`config.mk`:
```
export PLATFORM = sky130hd
export DESIGN_NAME = gcd_by_prime_factorization_unit
export DESIGN_NICKNAME = d
export VERILOG_FILES = /design/src/rtl/gcdpf_pkg.sv /design/src/rtl/gcdpf_div.sv /design/src/rtl/gcd_by_prime_factorization_unit.sv
export SDC_FILE = /design/constraint.sdc
export NUM_CORES = 1
export LEC_CHECK = 0
export CAP_MARGIN = 20
export CORE_MARGIN = 2
export CORE_UTILIZATION = 42
export CTS_CLUSTER_DIAMETER = 40
export DETAILED_ROUTE_END_ITERATION = 6
export DONT_BUFFER_PORTS = 1
export GPL_TIMING_DRIVEN = 0
export PLACE_DENSITY = 0.58
export SETUP_SLACK_MARGIN = 0.4
export SLEW_MARGIN = 0
export SYNTH_ARGS = -nofsm -noshare
export SYNTH_HDL_FRONTEND = slang
export SYNTH_SLANG_ARGS = --single-unit
export TNS_END_PERCENT = 50
```
`constraint.sdc`:
```
create_clock -name clock -period 6.5 [get_ports clock]
set_input_delay 0.325 -clock clock [delete_from_list [all_inputs] [get_ports clock]]
set_output_delay 0.325 -clock clock [all_outputs]
set_load 0.005 [all_outputs]
```
`src/rtl/gcdpf_pkg.sv`:
```
// ----------------------------------------------------------------------------
// gcdpf_pkg
// Shared constants for the prime-factorization GCD unit.
// ----------------------------------------------------------------------------
`default_nettype none

package gcdpf_pkg;

   // default operand width used inside the datapath
   localparam int VALUE_BITS_DEFAULT = 16;

   // width of the operand and result fields on the ports
   localparam int FIELD_BITS = 16;

endpackage

`default_nettype wire

```
`src/rtl/gcdpf_div.sv`:
```
// ----------------------------------------------------------------------------
// gcdpf_div
// Restoring divider, one quotient bit per cycle. Quotient and remainder
// hold once busy drops until the next start.
// ----------------------------------------------------------------------------
`default_nettype none

module gcdpf_div #(
   parameter int VALUE_BITS = gcdpf_pkg::VALUE_BITS_DEFAULT
) (
   input  wire logic                  clock,
   input  wire logic                  reset,
   input  wire logic                  start,
   input  wire logic [VALUE_BITS-1:0] dividend,
   input  wire logic [VALUE_BITS-1:0] divisor,
   output logic                       busy,
   output logic [VALUE_BITS-1:0]      quotient,
   output logic [VALUE_BITS-1:0]      remainder
);

   localparam int CW = $clog2(VALUE_BITS + 1);

   logic [VALUE_BITS-1:0] rem_ff, rem_in;
   logic [VALUE_BITS-1:0] quo_ff, quo_in;
   logic [VALUE_BITS-1:0] den_ff, den_in;
   logic [CW-1:0]         cnt_ff, cnt_in;
   logic                  busy_ff, busy_in;

   logic [VALUE_BITS:0]   trial;
   logic [VALUE_BITS:0]   diff;
   logic                  ge;

   always_comb begin
      trial = {rem_ff, quo_ff[VALUE_BITS-1]};
      diff  = trial - {1'b0, den_ff};
      ge    = (trial >= {1'b0, den_ff});

      rem_in  = rem_ff;
      quo_in  = quo_ff;
      den_in  = den_ff;
      cnt_in  = cnt_ff;
      busy_in = busy_ff;

      if (start) begin
         rem_in  = '0;
         quo_in  = dividend;
         den_in  = divisor;
         cnt_in  = CW'(VALUE_BITS);
         busy_in = 1'b1;
      end else if (busy_ff) begin
         rem_in = ge ? diff[VALUE_BITS-1:0] : trial[VALUE_BITS-1:0];
         quo_in = {quo_ff[VALUE_BITS-2:0], ge};
         cnt_in = cnt_ff - 1'b1;
         if (cnt_ff == CW'(1)) begin
            busy_in = 1'b0;
         end
      end
   end

   always_ff @(posedge clock) begin
      if (reset) begin
         busy_ff <= 1'b0;
         cnt_ff  <= '0;
      end else begin
         busy_ff <= busy_in;
         cnt_ff  <= cnt_in;
      end
      rem_ff <= rem_in;
      quo_ff <= quo_in;
      den_ff <= den_in;
   end

   assign busy      = busy_ff;
   assign quotient  = quo_ff;
   assign remainder = rem_ff;

endmodule

`default_nettype wire

```
`src/rtl/gcd_by_prime_factorization_unit.sv`:
```
// ----------------------------------------------------------------------------
// gcd_by_prime_factorization_unit
// Greatest common divisor of two operands by trial-division factoring.
// ----------------------------------------------------------------------------
// One request beat in, one response beat out. Operands are cut to VALUE_BITS.
// The first operand is factored by trial division with candidates 2, 3, 4, ...
// while candidate squared <= what is left of it; every factor found is also
// tried on the second operand, and each shared factor is multiplied into the
// result. A leftover prime above one is tried last. A zero operand returns
// error with divisor 0. Each trial division runs through one shared
// bit-serial divider. The request side stalls while an item is in work; a
// finished response sits in an output register and the next request is
// taken while it waits.
// ----------------------------------------------------------------------------
`default_nettype none

module gcd_by_prime_factorization_unit #(
   parameter int VALUE_BITS = gcdpf_pkg::VALUE_BITS_DEFAULT
) (
   input  wire logic                             clock,
   input  wire logic                             reset,
   input  wire logic                             req_valid,
   output logic                                  req_stall,
   input  wire logic [gcdpf_pkg::FIELD_BITS-1:0] req_first_value,
   input  wire logic [gcdpf_pkg::FIELD_BITS-1:0] req_second_value,
   output logic                                  rsp_valid,
   input  wire logic                             rsp_stall,
   output logic [gcdpf_pkg::FIELD_BITS-1:0]      rsp_divisor,
   output logic                                  rsp_error
);

   localparam int VB = VALUE_BITS;
   localparam int PW = (VB + 1) / 2 + 1;
   localparam int SW = 2 * PW;
   localparam int FB = gcdpf_pkg::FIELD_BITS;

   typedef enum logic [7:0] {
      S_IDLE  = 8'b0000_0001,
      S_CHECK = 8'b0000_0010,
      S_DIVA  = 8'b0000_0100,
      S_DIVB  = 8'b0000_1000,
      S_MUL   = 8'b0001_0000,
      S_FDIV  = 8'b0010_0000,
      S_FMUL  = 8'b0100_0000,
      S_DONE  = 8'b1000_0000
   } state_type;

   state_type state_ff, state_in;

   logic [VB-1:0] a_ff, a_in;
   logic [VB-1:0] b_ff, b_in;
   logic [VB-1:0] prod_ff, prod_in;
   logic [VB-1:0] fac_ff, fac_in;
   logic [PW-1:0] p_ff, p_in;
   logic [SW-1:0] sq_ff, sq_in;
   logic          err_ff, err_in;

   logic          rsp_valid_ff, rsp_valid_in;
   logic [FB-1:0] rsp_divisor_ff, rsp_divisor_in;
   logic          rsp_error_ff, rsp_error_in;

   logic [VB-1:0] op_a, op_b;
   logic          div_start;
   logic [VB-1:0] div_dividend, div_divisor;
   logic          div_busy;
   logic [VB-1:0] div_quo, div_rem;
   logic          out_free;

   gcdpf_div #(
      .VALUE_BITS (VALUE_BITS)
   ) u_div (
      .clock     (clock),
      .reset     (reset),
      .start     (div_start),
      .dividend  (div_dividend),
      .divisor   (div_divisor),
      .busy      (div_busy),
      .quotient  (div_quo),
      .remainder (div_rem)
   );

   assign op_a     = VB'(req_first_value);
   assign op_b     = VB'(req_second_value);
   assign out_free = !rsp_valid_ff || !rsp_stall;

   always_comb begin
      state_in     = state_ff;
      a_in         = a_ff;
      b_in         = b_ff;
      prod_in      = prod_ff;
      fac_in       = fac_ff;
      p_in         = p_ff;
      sq_in        = sq_ff;
      err_in       = err_ff;
      div_start    = 1'b0;
      div_dividend = a_ff;
      div_divisor  = VB'(p_ff);

      rsp_valid_in   = rsp_valid_ff && rsp_stall;
      rsp_divisor_in = rsp_divisor_ff;
      rsp_error_in   = rsp_error_ff;

      case (state_ff)
         S_IDLE: begin
            if (req_valid) begin
               a_in    = op_a;
               b_in    = op_b;
               p_in    = PW'(2);
               sq_in   = SW'(4);
               prod_in = VB'(1);
               if (op_a == '0 || op_b == '0) begin
                  err_in   = 1'b1;
                  prod_in  = '0;
                  state_in = S_DONE;
               end else begin
                  err_in   = 1'b0;
                  state_in = S_CHECK;
               end
            end
         end
         S_CHECK: begin
            if (sq_ff <= SW'(a_ff)) begin
               div_start = 1'b1;
               state_in  = S_DIVA;
            end else if (a_ff > VB'(1)) begin
               div_start    = 1'b1;
               div_dividend = b_ff;
               div_divisor  = a_ff;
               state_in     = S_FDIV;
            end else begin
               state_in = S_DONE;
            end
         end
         S_DIVA: begin
            if (!div_busy) begin
               if (div_rem == '0) begin
                  a_in         = div_quo;
                  div_start    = 1'b1;
                  div_dividend = b_ff;
                  state_in     = S_DIVB;
               end else begin
                  p_in     = p_ff + 1'b1;
                  sq_in    = sq_ff + SW'({p_ff, 1'b1});
                  state_in = S_CHECK;
               end
            end
         end
         S_DIVB: begin
            if (!div_busy) begin
               if (div_rem == '0) begin
                  b_in     = div_quo;
                  fac_in   = VB'(p_ff);
                  state_in = S_MUL;
               end else begin
                  div_start = 1'b1;
                  state_in  = S_DIVA;
               end
            end
         end
         S_MUL: begin
            prod_in   = VB'(prod_ff * fac_ff);
            div_start = 1'b1;
            state_in  = S_DIVA;
         end
         S_FDIV: begin
            if (!div_busy) begin
               if (div_rem == '0) begin
                  fac_in   = a_ff;
                  state_in = S_FMUL;
               end else begin
                  state_in = S_DONE;
               end
            end
         end
         S_FMUL: begin
            prod_in  = VB'(prod_ff * fac_ff);
            state_in = S_DONE;
         end
         S_DONE: begin
            if (out_free) begin
               rsp_valid_in   = 1'b1;
               rsp_divisor_in = FB'(prod_ff);
               rsp_error_in   = err_ff;
               state_in       = S_IDLE;
            end
         end
         default: begin
            state_in = S_IDLE;
         end
      endcase
   end

   always_ff @(posedge clock) begin
      if (reset) begin
         state_ff     <= S_IDLE;
         rsp_valid_ff <= 1'b0;
      end else begin
         state_ff     <= state_in;
         rsp_valid_ff <= rsp_valid_in;
      end
      a_ff           <= a_in;
      b_ff           <= b_in;
      prod_ff        <= prod_in;
      fac_ff         <= fac_in;
      p_ff           <= p_in;
      sq_ff          <= sq_in;
      err_ff         <= err_in;
      rsp_divisor_ff <= rsp_divisor_in;
      rsp_error_ff   <= rsp_error_in;
   end

   assign req_stall   = (state_ff != S_IDLE);
   assign rsp_valid   = rsp_valid_ff;
   assign rsp_divisor = rsp_divisor_ff;
   assign rsp_error   = rsp_error_ff;

endmodule

`default_nettype wire
```
==> results of run 1 <==
-- cells in the final DEF (no fill, tap or decap), types with 4 or more instances in the layout --
cell type and instances:
nand2_1 178, edfxtp_1 141, nand4_1 13, and2_1 73
a21oi_2 4, buf_6 7, fa_1 82, inv_8 5
a22o_1 5, a211oi_1 4, o211ai_1 4, dfxtp_1 31
and3_1 6, nand3_1 15, nand2b_1 7, a31oi_1 4
o21ai_0 44, or2_2 4, nor2b_1 15, a21oi_1 43
clkinv_8 4, ha_1 92, nor2_1 77, a21o_1 15
o2111ai_1 5, mux2i_1 29, xor2_1 29, o21a_1 9
clkbuf_16 17, mux2_2 18, nor3_1 25, xnor2_1 38
inv_1 165, clkbuf_1 23, clkbuf_2 7, o21ai_1 12
nor4_1 21
-- worst max-delay path: stages, from the launching register on --
cell	delay [ns]
edfxtp_1	0.47
clkbuf_4	0.23
and2_1	0.19
fa_1	0.53
inv_1	0.06
fa_1	0.52
inv_1	0.05
fa_1	0.49
inv_1	0.05
fa_1	0.48
inv_1	0.05
fa_1	0.52
inv_1	0.06
fa_1	0.52
inv_1	0.04
ha_2	0.32
and3_1	0.17
a21oi_1	0.10
o21ai_1	0.14
o41ai_4	0.35
buf_4	0.19
nand2_1	0.05
nor3b_1	0.13
-- metal layers --
layer / GRT usage [%] / part of all wire [%] / up-vias
met5: 0 / 0 / -
met3: 2.99 / 4.3 / 41
met1: 28.1 / 45 / 4680
met2: 35.4 / 49 / 232
met4: 5.74 / 2.1 / 0
li1: - / - / 4549
-- logic make-up after synthesis --
| logic type | Yosys count | synth area share [%] |
|---|---|---|
| buffers and inverters | 206 | 6.28 |
| flip-flops | 172 | 37.2 |
| AO/OA/AOI/OAI | 191 | 9.79 |
| AND/OR/NAND/NOR | 452 | 16.8 |
| multiplexers | 47 | 3.78 |
| XOR/XNOR | 68 | 4.67 |
| adder cells (fa/ha/maj) | 175 | 21.5 |
-- state kept, by name, indices dropped and copies added (netlist names) --
| name | flops |
|---|---|
| sq_ff | 18 |
| a_ff | 16 |
| b_ff | 16 |
| fac_ff | 16 |
| prod_ff | 16 |
| rsp_divisor | 16 |
| u_div.den_ff | 16 |
| u_div.quotient | 16 |
| u_div.remainder | 16 |
| p_ff | 9 |
| state_ff | 8 |
| u_div.cnt_ff | 5 |
| err_ff | 1 |
| rsp_error | 1 |
| rsp_valid | 1 |
| u_div.busy | 1 |
-- how the worst max path moves through the flow --
stage,startpoint,to,slack [ns],depth (start not counted)
4_1_cts,prod_ff[5],prod_ff[15],0.40,22
6_report,prod_ff[5],prod_ff[15],0.52,22
3_5_place_dp,prod_ff[5],prod_ff[15],-0.16,21
3_3_place_gp,prod_ff[5],prod_ff[15],-0.20,21
5_1_grt,prod_ff[5],prod_ff[15],0.28,22
2_1_floorplan,prod_ff[5],prod_ff[15],0.94,21
-- area by class of cell --
| cell class | count | area share, % |
|---|---|---|
| Sequential cell | 172 | 33.9 |
| Buffer | 40 | 1.45 |
| Clock inverter | 15 | 1.26 |
| Inverter | 166 | 4.37 |
| Multi-Input combinational cell | 933 | 51.9 |
| Clock buffer | 17 | 2.97 |
| Timing Repair Buffer | 8 | 0.647 |
| Tap cell | 396 | 3.46 |
-- through the flow --
| step | hold WS (ns) | area (µm²) | setup TNS, ns | util, % | cells |
|---|---|---|---|---|---|
| after floorplan | 0.397 | 13000 | 0 | - | 1311 |
| after global placement | 0.400 | 13500 | -0.198 | 44.3 | 1707 |
| after detailed placement | 0.401 | 13600 | -0.157 | 44.6 | 1712 |
| after CTS | 0.0429 | 14300 | 0 | 46.7 | 1747 |
| after global routing | 0.0444 | 14300 | 0 | 46.8 | 1747 |
| final | 0.0544 | 14300 | 0 | 46.8 | 1747 |
-- what timing repair did --
action,4_1_cts,5_1_grt
buffers inserted,2,0
pin swaps,1,0
hold buffers,1,0
cloned,0,0
resized for setup,11,5
setup endpoints to repair,1,3
endpoints found under the hold margin,5,0
==> metrics.md, run 1 <==
| Metric | Value |
|---|---|
| Initial Util | `between 40% and 50%` |
| Routed vias/inst | `5.44` |
| RSZ-0062 raised after global routing | `true` |
| Final Cycle Share | `roughly nine tenths` |
| Yosys reg bits | `172` |
| Number of synthesized flops with an enable pin | `141` |
| Area of the mapped netlist | `~0.013 mm²` |
| Max-Cap Viols | `0` |
| Min-Delay Endpoint | `a_ff[8]` |
| GPL Wtd Cong | `a little under 0.9` |
| Hold Path Class | `input port to flop` |
| Outcome | `finished, final reports clean` |
| Die width | `~180 µm` |
| Htree depth | `4` |
| Synth top area cells | `edfxtp_1, fa_1, ha_1` |
| Fill count | `about 2.9k` |
| Max Buffers Root-to-Sink | `2` |
| First-pass GRT wire length | `between 50000 and 60000 µm` |
| Area leader, netlist | `edfxtp_1` |
| Netlist cell types | `75` |
| Vias in the first global route | `about 9.5k` |
| Max FO, Critical Path | `10` |
| Seq/Total Area, Yosys | `between 30% and 40%` |
| Nets | `~1.5k` |
| DP Worst Slack | `-0.157 ns` |
| Synth top area share | `around 32%` |
| CP startpoint kind | `flop` |
| Hold violation count in the final report | `0` |
| Initial antenna violation count | `0` |
| Worst skew pair latency | `between 0.4 and 0.5 ns` |
| Max_slew headroom | `between 40% and 50%` |
| Hold Path Depth | `2` |
| CP arrival | `6.15 ns` |
| Fin. max-slew vios | `0` |
| Die ar. | `~0.032 mm²` |
| Warnings, synthesis | `0` |
| Initial DRC Count | `620` |
| Worst reg2reg path endpoint | `prod_ff[15]` |
| ANT cells | `0` |
| Final setup violating endpoints | `0` |
| Share of cells above drive strength 1 | `under 10%` |
| Placeable core region | `0.0306 mm²` |
| Slew @ Worst Pin | `roughly 0.80 ns` |
| Die height | `roughly 180 µm` |
| Top-count cell post-synth | `nand2_1` |
| R2R Path Start | `prod_ff[5]` |
| Post-DP HPWL | `between 20000 and 30000 µm` |
| I/O pin count | `55` |
| CTS clk-pin slew, worst paths | `0.09 ns` |
| FF/Latch Area | `roughly 0.0049 mm²` |
| Final WL | `around 33000 µm` |
| Vias | `9502` |
| Crit Path Category | `flop to flop` |
| All-layer global routing usage | `about a fifth` |
| Cells after synthesis | `1311` |
| Final clock skew | `between 0.02 and 0.025 ns` |
| Post-route DRC | `0` |
| Top cells by count, synth | `nand2_1, inv_1, edfxtp_1, ha_1, fa_1` |
| Post-Syn Nets | `around 1.5k` |
| Root Driver | `clkbuf_16` |
| FF-to-FF path depth | `22` |
| Pin count of the biggest net entering global routing | `25` |
| TritonCTS clock tree | `yes` |
| GRT overflow | `0` |
| CTS sink count | `around 170` |
| Drt first pass iters | `5` |
| Detail Route Antenna Nets | `0` |
| Reg-to-reg setup timing slack | `between 0.5 and 0.6 ns` |
| Slack of the critical path | `roughly 0.52 ns` |
| Async SR Flop Fraction | `0%` |
| Max frequency | `~170 MHz` |
| Required @ worst endpoint | `about 6.7 ns` |
| Post-Syn Area per Cell | `~10 µm²` |
| Ys flop type | `edfxtp_1` |
| Total CTS buffers | `17` |
| Min Tclk post-route | `between 5 and 6 ns` |
| Hold Startpoint | `req_first_value[8]` |
| DR WL/cell | `~19 µm` |
| Count of port buffers added during placement | `0` |
| Cell Rows | `64` |
| Area of the multi-input gates | `approximately 0.0074 mm²` |
| Area Overhead vs Synth | `9.61%` |
| Critical Path End Type | `flop` |
Power of run 1 is left out: the tool's default activity adds up to more than one toggle a clock period on the data nets, which glitch-free logic cannot reach.
==> inputs of run 2 (changes only) <==
--- a/config.mk
+++ b/config.mk
@@ -5,16 +5,16 @@
 export SDC_FILE = /design/constraint.sdc
 export NUM_CORES = 1
 export LEC_CHECK = 0
+export ABC_AREA = 1
+export BUFFER_PORTS_ARGS = -buffer_cell sky130_fd_sc_hd__buf_4
 export CAP_MARGIN = 20
 export CORE_MARGIN = 2
 export CORE_UTILIZATION = 42
 export CTS_CLUSTER_DIAMETER = 40
 export DETAILED_ROUTE_END_ITERATION = 6
-export DONT_BUFFER_PORTS = 1
 export GPL_TIMING_DRIVEN = 0
-export PLACE_DENSITY = 0.58
+export PLACE_DENSITY = 0.6
 export SETUP_SLACK_MARGIN = 0.4
-export SLEW_MARGIN = 0
 export SYNTH_ARGS = -nofsm -noshare
 export SYNTH_HDL_FRONTEND = slang
 export SYNTH_SLANG_ARGS = --single-unit
==> run 2 against run 1 <==
  * Count of clock-buffer cells in the layout rose by 4
  * Synthesized cell count up 39%
  * Clock skew shrank 0.0062 ns
  * Worst hold slack better by 0.12 ns
  * Flip-flop and latch count did not move
  * First-iteration DRC count rose by 49%
  * Sequential share of layout area fell by 3.4 points
  * Register-to-register slack improved by 0.02 ns
  * Critical endpoint unchanged
==> metrics.md, run 2 <==
| Metric | Value |
|---|---|
| Buf/Inv on CP | `4 (-4)` |
| Initial antenna violation count | `0 (unchanged)` |
| I/O pin count | `55 (unchanged)` |
| Yosys reg bits | `172 (unchanged)` |
| Routed vias/inst | `5.12 (-5.9%)` |
| Post-Syn Area per Cell | `7.80 µm² (-22%)` |
| CTS sink count | `172 (unchanged)` |
| Leak Pwr | `roughly 8 nW` |
| Hold Path Class | `input port to flop` |
| Nets | `2117 (+37%)` |
| Top-count cell post-synth | `nand2_1` |
| Slew @ Worst Pin | `0.870 ns (+0.0658 ns)` |
| Placeable core region | `0.0334 mm² (+9.3%)` |
| Fin Setup TNS | `0 ns (unchanged)` |
| Hold violation count in the final report | `0 (unchanged)` |
| Ys flop type | `edfxtp_1` |
| Max reg flops | `18 (unchanged)` |
| Vias in the first global route | `12.1k (+26%)` |
| Count of port buffers added during placement | `53 (+53)` |
| Cell Rows | `67 (+4.7%)` |
| Initial Util | `42.6% (-0.074 points)` |
| CP max stage cell | `fa_1` |
| Root Driver | `clkbuf_16` |
| Die height | `188 µm (+4.4%)` |
| Area Overhead vs Synth | `11.4%` |
| R2R Path Start | `fac_ff[2]` |
| TritonCTS clock tree | `yes` |
| Die ar. | `0.0354 mm² (+9.0%)` |
| Top reg by flops | `sq_ff` |
| Synth Area in Simple Gates | `24.4% (+7.6 points)` |
| Die width | `188 µm (+4.4%)` |
| DR WL/cell | `16.4 µm (-14%)` |
| Warnings, synthesis | `0 (unchanged)` |
| Worst skew pair latency | `0.45 ns (about the same)` |
| Vias | `12.1k (+27%)` |
| Async SR Flop Fraction | `0% (unchanged)` |
| RSZ-0062 raised after global routing | `true` |
| Final setup violating endpoints | `0 (unchanged)` |
| Synth top area cells | `edfxtp_1, nand2_1, fa_1` |
| WHS | `0.171 ns (+0.116 ns)` |
| Hold Path Depth | `3 (+1)` |
| Fin. max-slew vios | `0 (unchanged)` |
| All-layer global routing usage | `22.6% (+1.7 points)` |
| Max frequency | `168 MHz (+0.32%)` |
| Post-Syn Nets | `2038 (+34%)` |
| Max-Cap Viols | `0 (unchanged)` |
| CP delay by family, top | `adder cells` |
| Largest family of logic cells by synthesized area | `simple AND/OR/NAND/NOR gates` |
| Final WL | `38800 µm (+17%)` |
| Crit Path Category | `flop to flop` |
| Hold Startpoint | `req_first_value[13]` |
| Compound-gate portion of the synthesized area | `8.90% (-0.89 points)` |
| Detail Route Antenna Nets | `0 (unchanged)` |
| Worst reg2reg path endpoint | `prod_ff[15]` |
| Area leader, netlist | `edfxtp_1` |
| Number of synthesized flops with an enable pin | `141 (unchanged)` |
| First-pass GRT wire length | `62600 µm (+18%)` |
| Outcome | `finished, final reports clean` |
| Final clock skew | `0.0182 ns (-0.00621 ns)` |
| CP startpoint kind | `flop` |
| Worst path max stage delay | `0.58 ns (+0.05 ns)` |
| Netlist cell types | `52 (-31%)` |
| Post-DP HPWL | `30100 µm (+19%)` |
| GRT overflow | `0 (unchanged)` |
| Synth top area share | `29.7% (-2.7 points)` |
| Min-Delay Endpoint | `a_ff[13]` |
| GPL Wtd Cong | `0.955 (+10%)` |
| Most frequent cells in the layout | `nand2_1, inv_1, edfxtp_1` |
| Min Tclk post-route | `5.96 ns (-0.0190 ns)` |
| Reg-to-reg setup timing slack | `0.54 ns (+0.02 ns)` |
| Pwr dens | `~520 mW/mm²` |
| CP arrival | `6.16 ns (about the same)` |
| Total CTS buffers | `17 (unchanged)` |
| CTS clk-pin slew, worst paths | `0.08 ns (about the same)` |
| Drt first pass iters | `5 (unchanged)` |
| Fill count | `3265 (+12%)` |
| Max VDD drop | `~0.00062 V` |
| Adder-cell share of the synthesized area | `19.7% (-1.8 points)` |
| Commonest non-fill, non-tap cell in the layout | `nand2_1` |
| Initial DRC Count | `925 (+49%)` |
| Max FO, Critical Path | `10 (unchanged)` |
| Post-route DRC | `0 (unchanged)` |
| Post-synthesis xor/xnor area fraction | `1.11% (-3.6 points)` |
| Required @ worst endpoint | `6.70 ns (+0.03 ns)` |
| Most used cell, CP | `fa_1` |
| FF-to-FF path depth | `19 (-14%)` |
| Area of the mapped netlist | `0.0142 mm² (+9.2%)` |
| Cells after synthesis | `1827 (+39%)` |
| Final Cycle Share | `91.6% (-0.29 points)` |
| Max Buffers Root-to-Sink | `2 (unchanged)` |
| ANT cells | `0 (unchanged)` |
| Max_slew headroom | `42.0% (-4.3 points)` |
| Pin count of the biggest net entering global routing | `26 (+4.0%)` |
| Htree depth | `4 (unchanged)` |
| Top cells by count, synth | `nand2_1, inv_1, edfxtp_1, nand3_1, o21ai_0` |
| Seq/Total Area, Yosys | `34.1% (-3.1 points)` |
| Multiplexer share of the synthesized area | `0% (-3.8 points)` |
| CP cell instances | `clkbuf_1 > nand2_1 > fa_1 > fa_1 > fa_1 > inv_1 > fa_1 > fa_1 > inv_1 > fa_1 > inv_1 > ha_1 > a21o_1 > nand3_1 > o211ai_1 > a21oi_1 > nand3_1 > nand2_1 > nor2_1` |
| Share of cells above drive strength 1 | `8.55% (+1.1 points)` |
| Post-CTS Setup Inserts | `0 (-2)` |
| Critical Path End Type | `flop` |
## run 2: cell count changes after synthesis, moves of 44 or more
| cell | before | now |
|---|---|---|
| o21ai_0 | 45 | 96 |
| nand2_1 | 178 | 516 |
| a21oi_1 | 45 | 89 |
| nand3_1 | 15 | 113 |
| inv_1 | 165 | 357 |
| and2_1 | 73 | 0 |
## run 2: area by class of cell
type	instances	area, µm²	area share, %
clock inverters	11	77.6	0.489
multi-input cells	1226	7720	48.6
clock buffers	21	472	2.97
flip-flops and latches	172	4850	30.6
inverters	368	1380	8.72
well taps	448	561	3.53
repair buffers	60	495	3.12
plain buffers	61	308	1.94
## run 2: per-layer routing
layer	part of all wire, %	up-vias	track usage (%)
met5	0	-	0
met4	3.5	0	9.12
met3	5.7	79	3.50
met2	48	357	38.8
met1	43	5723	28.6
li1	-	5954	-
## run 2: logic make-up after synthesis
group,Yosys count
simple gates,800
buf+inv,429
compound gates,233
fa+ha+maj,175
flops,172
xor+xnor,18
## run 2: tightest hold or removal path, stage by stage
cell and delay (ns):
buf_4 0.09, nand2_1 0.04, o21ai_0 0.06
## run 2: worst max path at each step
stage	end	slack [ns]	start	depth (start not counted)
2_1_floorplan	prod_ff[15]	1.31	fac_ff[1]	20
3_3_place_gp	prod_ff[15]	0.55	fac_ff[1]	20
3_5_place_dp	prod_ff[15]	0.47	fac_ff[1]	20
4_1_cts	prod_ff[15]	0.46	fac_ff[1]	20
5_1_grt	prod_ff[14]	0.36	fac_ff[2]	20
6_report	prod_ff[15]	0.54	fac_ff[2]	19
## run 2: repair_timing
item,4_1_cts,5_1_grt
hold buffers,0,0
endpoints found under the setup margin,0,3
hold endpoints to repair,0,0
gates resized for setup,0,6
## run 2: stage by stage
| stage | util, % | instances | setup slack [ns] | total power (W) | cell area [µm²] |
|---|---|---|---|---|---|
| finish | 47.5 | 2367 | 0.543 | 0.00833 | 15900 |
| global placement | 45.4 | 2328 | 0.551 | 0.00716 | 15200 |
| global route | 47.5 | 2367 | 0.360 | 0.00922 | 15900 |
| floorplan | - | 1827 | 1.31 | 0.00582 | 14200 |
| CTS | 47.4 | 2367 | 0.456 | 0.00834 | 15900 |
| detailed placement | 45.8 | 2335 | 0.468 | 0.00732 | 15300 |
## run 2: report_power, final
| part | internal (W) | switching [W] |
|---|---|---|
| sequential | 0.00145 | 0.000180 |
| combinational | 0.00205 | 0.00365 |
| clock | 0.000526 | 0.000469 |
| total | 0.00403 | 0.00430 |
Note: power is estimated with default switching activity, not from simulation.
==> inputs of run 3 (changes only) <==
--- a/config.mk
+++ b/config.mk
@@ -8,7 +8,7 @@
 export ABC_AREA = 1
 export BUFFER_PORTS_ARGS = -buffer_cell sky130_fd_sc_hd__buf_4
 export CAP_MARGIN = 20
-export CORE_MARGIN = 2
+export CORE_MARGIN = 8
 export CORE_UTILIZATION = 42
 export CTS_CLUSTER_DIAMETER = 40
 export DETAILED_ROUTE_END_ITERATION = 6
==> run 3 against run 2 <==
  * Via count is 0.27% higher
  * Count of clock-buffer cells in the layout fell by 4
  * Clock power increased by 4%
  * Cell area is essentially flat
  * Worst hold slack got worse by 0.0038 ns
  * Largest power group unchanged
  * Combinational power shrank 0.9%
  * Register-to-register slack improved by 0.10 ns
  * Critical path type unchanged
  * Routed wire length up 0.52%
  * Power down 0.13%
  * Sequential share of layout area hardly changed
  * Critical endpoint unchanged
==> metrics.md, run 3 (synthesis results as in run 2) <==
| Metric | Value |
|---|---|
| Outcome | `finished, final reports clean` |
| Clock Power Share | `12.4% (+0.5 points)` |
| DR WL/cell | `16.5 µm (+0.61%)` |
| Max frequency | `171 MHz (+1.8%)` |
| Hold violation count in the final report | `0 (unchanged)` |
| Most used cell, CP | `fa_1` |
| Max reg flops | `18 (unchanged)` |
| Die ar. | `0.0401 mm² (+13%)` |
| Placeable core region | `0.0334 mm² (unchanged)` |
| Detail Route Antenna Nets | `0 (unchanged)` |
| CP arrival | `6.05 ns (-0.11 ns)` |
| Hold Buf Count CTS | `0 (unchanged)` |
| Final WL | `39000 µm (+0.52%)` |
| Total CTS buffers | `17 (unchanged)` |
| CP delay by family, top | `adder cells` |
| Htree depth | `4 (unchanged)` |
| P_int | `0.00405 W (+0.49%)` |
| CTS clk-pin slew, worst paths | `0.07 ns (about the same)` |
| Cell Rows | `67 (unchanged)` |
| Max Buffers Root-to-Sink | `2 (unchanged)` |
| Fin. max-slew vios | `0 (unchanged)` |
| Nets | `2116 (-0.047%)` |
| Sequential share of power | `19.6% (about the same)` |
| Commonest non-fill, non-tap cell in the layout | `nand2_1` |
| Pwr dens | `524 mW/mm² (-0.11%)` |
| Slew @ Worst Pin | `0.924 ns (+0.0539 ns)` |
| Max-Cap Viols | `0 (unchanged)` |
| Initial DRC Count | `747 (-19%)` |
| Post-cts resize count | `0 (unchanged)` |
| Max FO, Critical Path | `10 (unchanged)` |
| Fin Setup TNS | `0 ns (unchanged)` |
| Die height | `200 µm (+6.4%)` |
| Area Overhead vs Synth | `11.4% (about the same)` |
| CP startpoint kind | `flop` |
| Routed vias/inst | `5.14 (+0.36%)` |
| Buf/Inv on CP | `4 (unchanged)` |
| Combinational power share | `67.9% (-0.6 points)` |
| ANT cells | `0 (unchanged)` |
| Initial Util | `42.6% (unchanged)` |
| CP cell instances | `clkbuf_1 > nand2_1 > fa_1 > inv_1 > fa_1 > ha_1 > fa_1 > fa_1 > inv_1 > fa_1 > inv_1 > ha_1 > a21o_1 > nand3_1 > o211ai_1 > a21oi_1 > nand3_1 > nand2_1 > nor2_1` |
| GPL Wtd Cong | `0.923 (-3.4%)` |
| First-pass GRT wire length | `62700 µm (+0.13%)` |
| CTS sink count | `172 (unchanged)` |
| Fill count | `3276 (+0.34%)` |
| Die width | `200 µm (+6.4%)` |
| Final setup violating endpoints | `0 (unchanged)` |
| Vias in the first global route | `12.1k (+0.41%)` |
| NetSw | `0.00427 W (-0.72%)` |
| Top reg by flops | `sq_ff` |
| Initial antenna violation count | `0 (unchanged)` |
| Root Driver | `clkbuf_16` |
| Drt first pass iters | `7 (+2)` |
| Min Tclk post-route | `5.85 ns (-0.105 ns)` |
| Crit Path Category | `flop to flop` |
| Vias | `12.1k (+0.27%)` |
| Final Cycle Share | `90.0% (-1.6 points)` |
| Hold Path Class | `input port to flop` |
| All-layer global routing usage | `19.3% (-3.3 points)` |
| Post-DP HPWL | `30300 µm (+0.67%)` |
| Final clock skew | `0.0148 ns (-0.00340 ns)` |
| Post-CTS Setup Inserts | `0 (unchanged)` |
| Utilization after layout | `47.4% (about the same)` |
| Pin count of the biggest net entering global routing | `26 (unchanged)` |
| CP max stage cell | `fa_1` |
| Required @ worst endpoint | `6.70 ns (about the same)` |
| Leak Pwr | `7.97 nW (about the same)` |
| I/O pin count | `55 (unchanged)` |
| Sw frac | `51.3% (-0.30 points)` |
| Max_slew headroom | `38.3% (-3.7 points)` |
| Share of cells above drive strength 1 | `8.56% (+0.0089 points)` |
| Worst skew pair latency | `0.44 ns (about the same)` |
| Worst path max stage delay | `0.58 ns (about the same)` |
| GRT overflow | `0 (unchanged)` |
| TritonCTS clock tree | `yes` |
| Post-route DRC | `0 (unchanged)` |
| Max VDD drop | `0.000621 V (-0.21%)` |
| Most frequent cells in the layout | `nand2_1, inv_1, edfxtp_1` |
| Count of port buffers added during placement | `53 (unchanged)` |
| RSZ-0062 raised after global routing | `false` |
| Critical Path End Type | `flop` |
| Reg-to-reg setup timing slack | `0.65 ns (+0.10 ns)` |
-- run 3: cell types whose count changed in the layout (fill, tap and decap cells not counted), moves of 3 or more --
cell,before,now
clkbuf_2,3,6
clkbuf_1,35,30
inv_4,5,1
clkinv_1,2,5
-- run 3: area by class of cell --
type,instances,area [µm²],share of cell area (%)
clock buffers,17,425,2.68
clock inverters,14,143,0.899
multi-input cells,1226,7720,48.7
inverters,368,1380,8.72
well taps,448,561,3.53
flip-flops and latches,172,4850,30.6
plain buffers,61,312,1.96
repair buffers,59,469,2.96
-- run 3: final timing paths --
kind                       startpoint          end  depth (start not counted)
setup reg to reg           prod_ff[3]  prod_ff[15]                         19
hold reg to reg                err_ff    rsp_error                          0
hold / removal    req_first_value[13]     a_ff[13]                          3
setup / recovery           prod_ff[3]  prod_ff[15]                         19
-- run 3: through the flow --
stage | setup WS, ns | hold WS, ns | power [W] | instances | cell area (µm²)
global placement | 0.581 | 0.407 | 0.00715 | 2328 | 15200
floorplan | 1.31 | 0.400 | 0.00582 | 1827 | 14200
detailed placement | 0.548 | 0.425 | 0.00729 | 2334 | 15300
global route | 0.426 | 0.179 | 0.00934 | 2365 | 15900
finish | 0.648 | 0.167 | 0.00832 | 2365 | 15900
CTS | 0.529 | 0.163 | 0.00836 | 2365 | 15900
-- run 3: worst min-delay path, stage by stage --
cell and delay [ns]:
buf_4 0.08, nand2_1 0.04, o21ai_0 0.05
-- run 3: layer usage --
metal	up-vias	wire length [µm]	GRT usage, %
li1	5957	-	-
met1	5736	17500	24.4
met2	373	18300	32.7
met3	80	2050	2.90
met4	0	1250	7.92
met5	-	0	0
-- run 3: power groups by stage --
stage / clock network (W) / logic (W) / registers (W)
after floorplan: 0 / 0.00424 / 0.00157
after global placement: 0 / 0.00549 / 0.00166
after detailed placement: 0 / 0.00564 / 0.00166
after CTS: 0.00105 / 0.00568 / 0.00163
after global routing: 0.00108 / 0.00661 / 0.00165
final: 0.00103 / 0.00565 / 0.00163
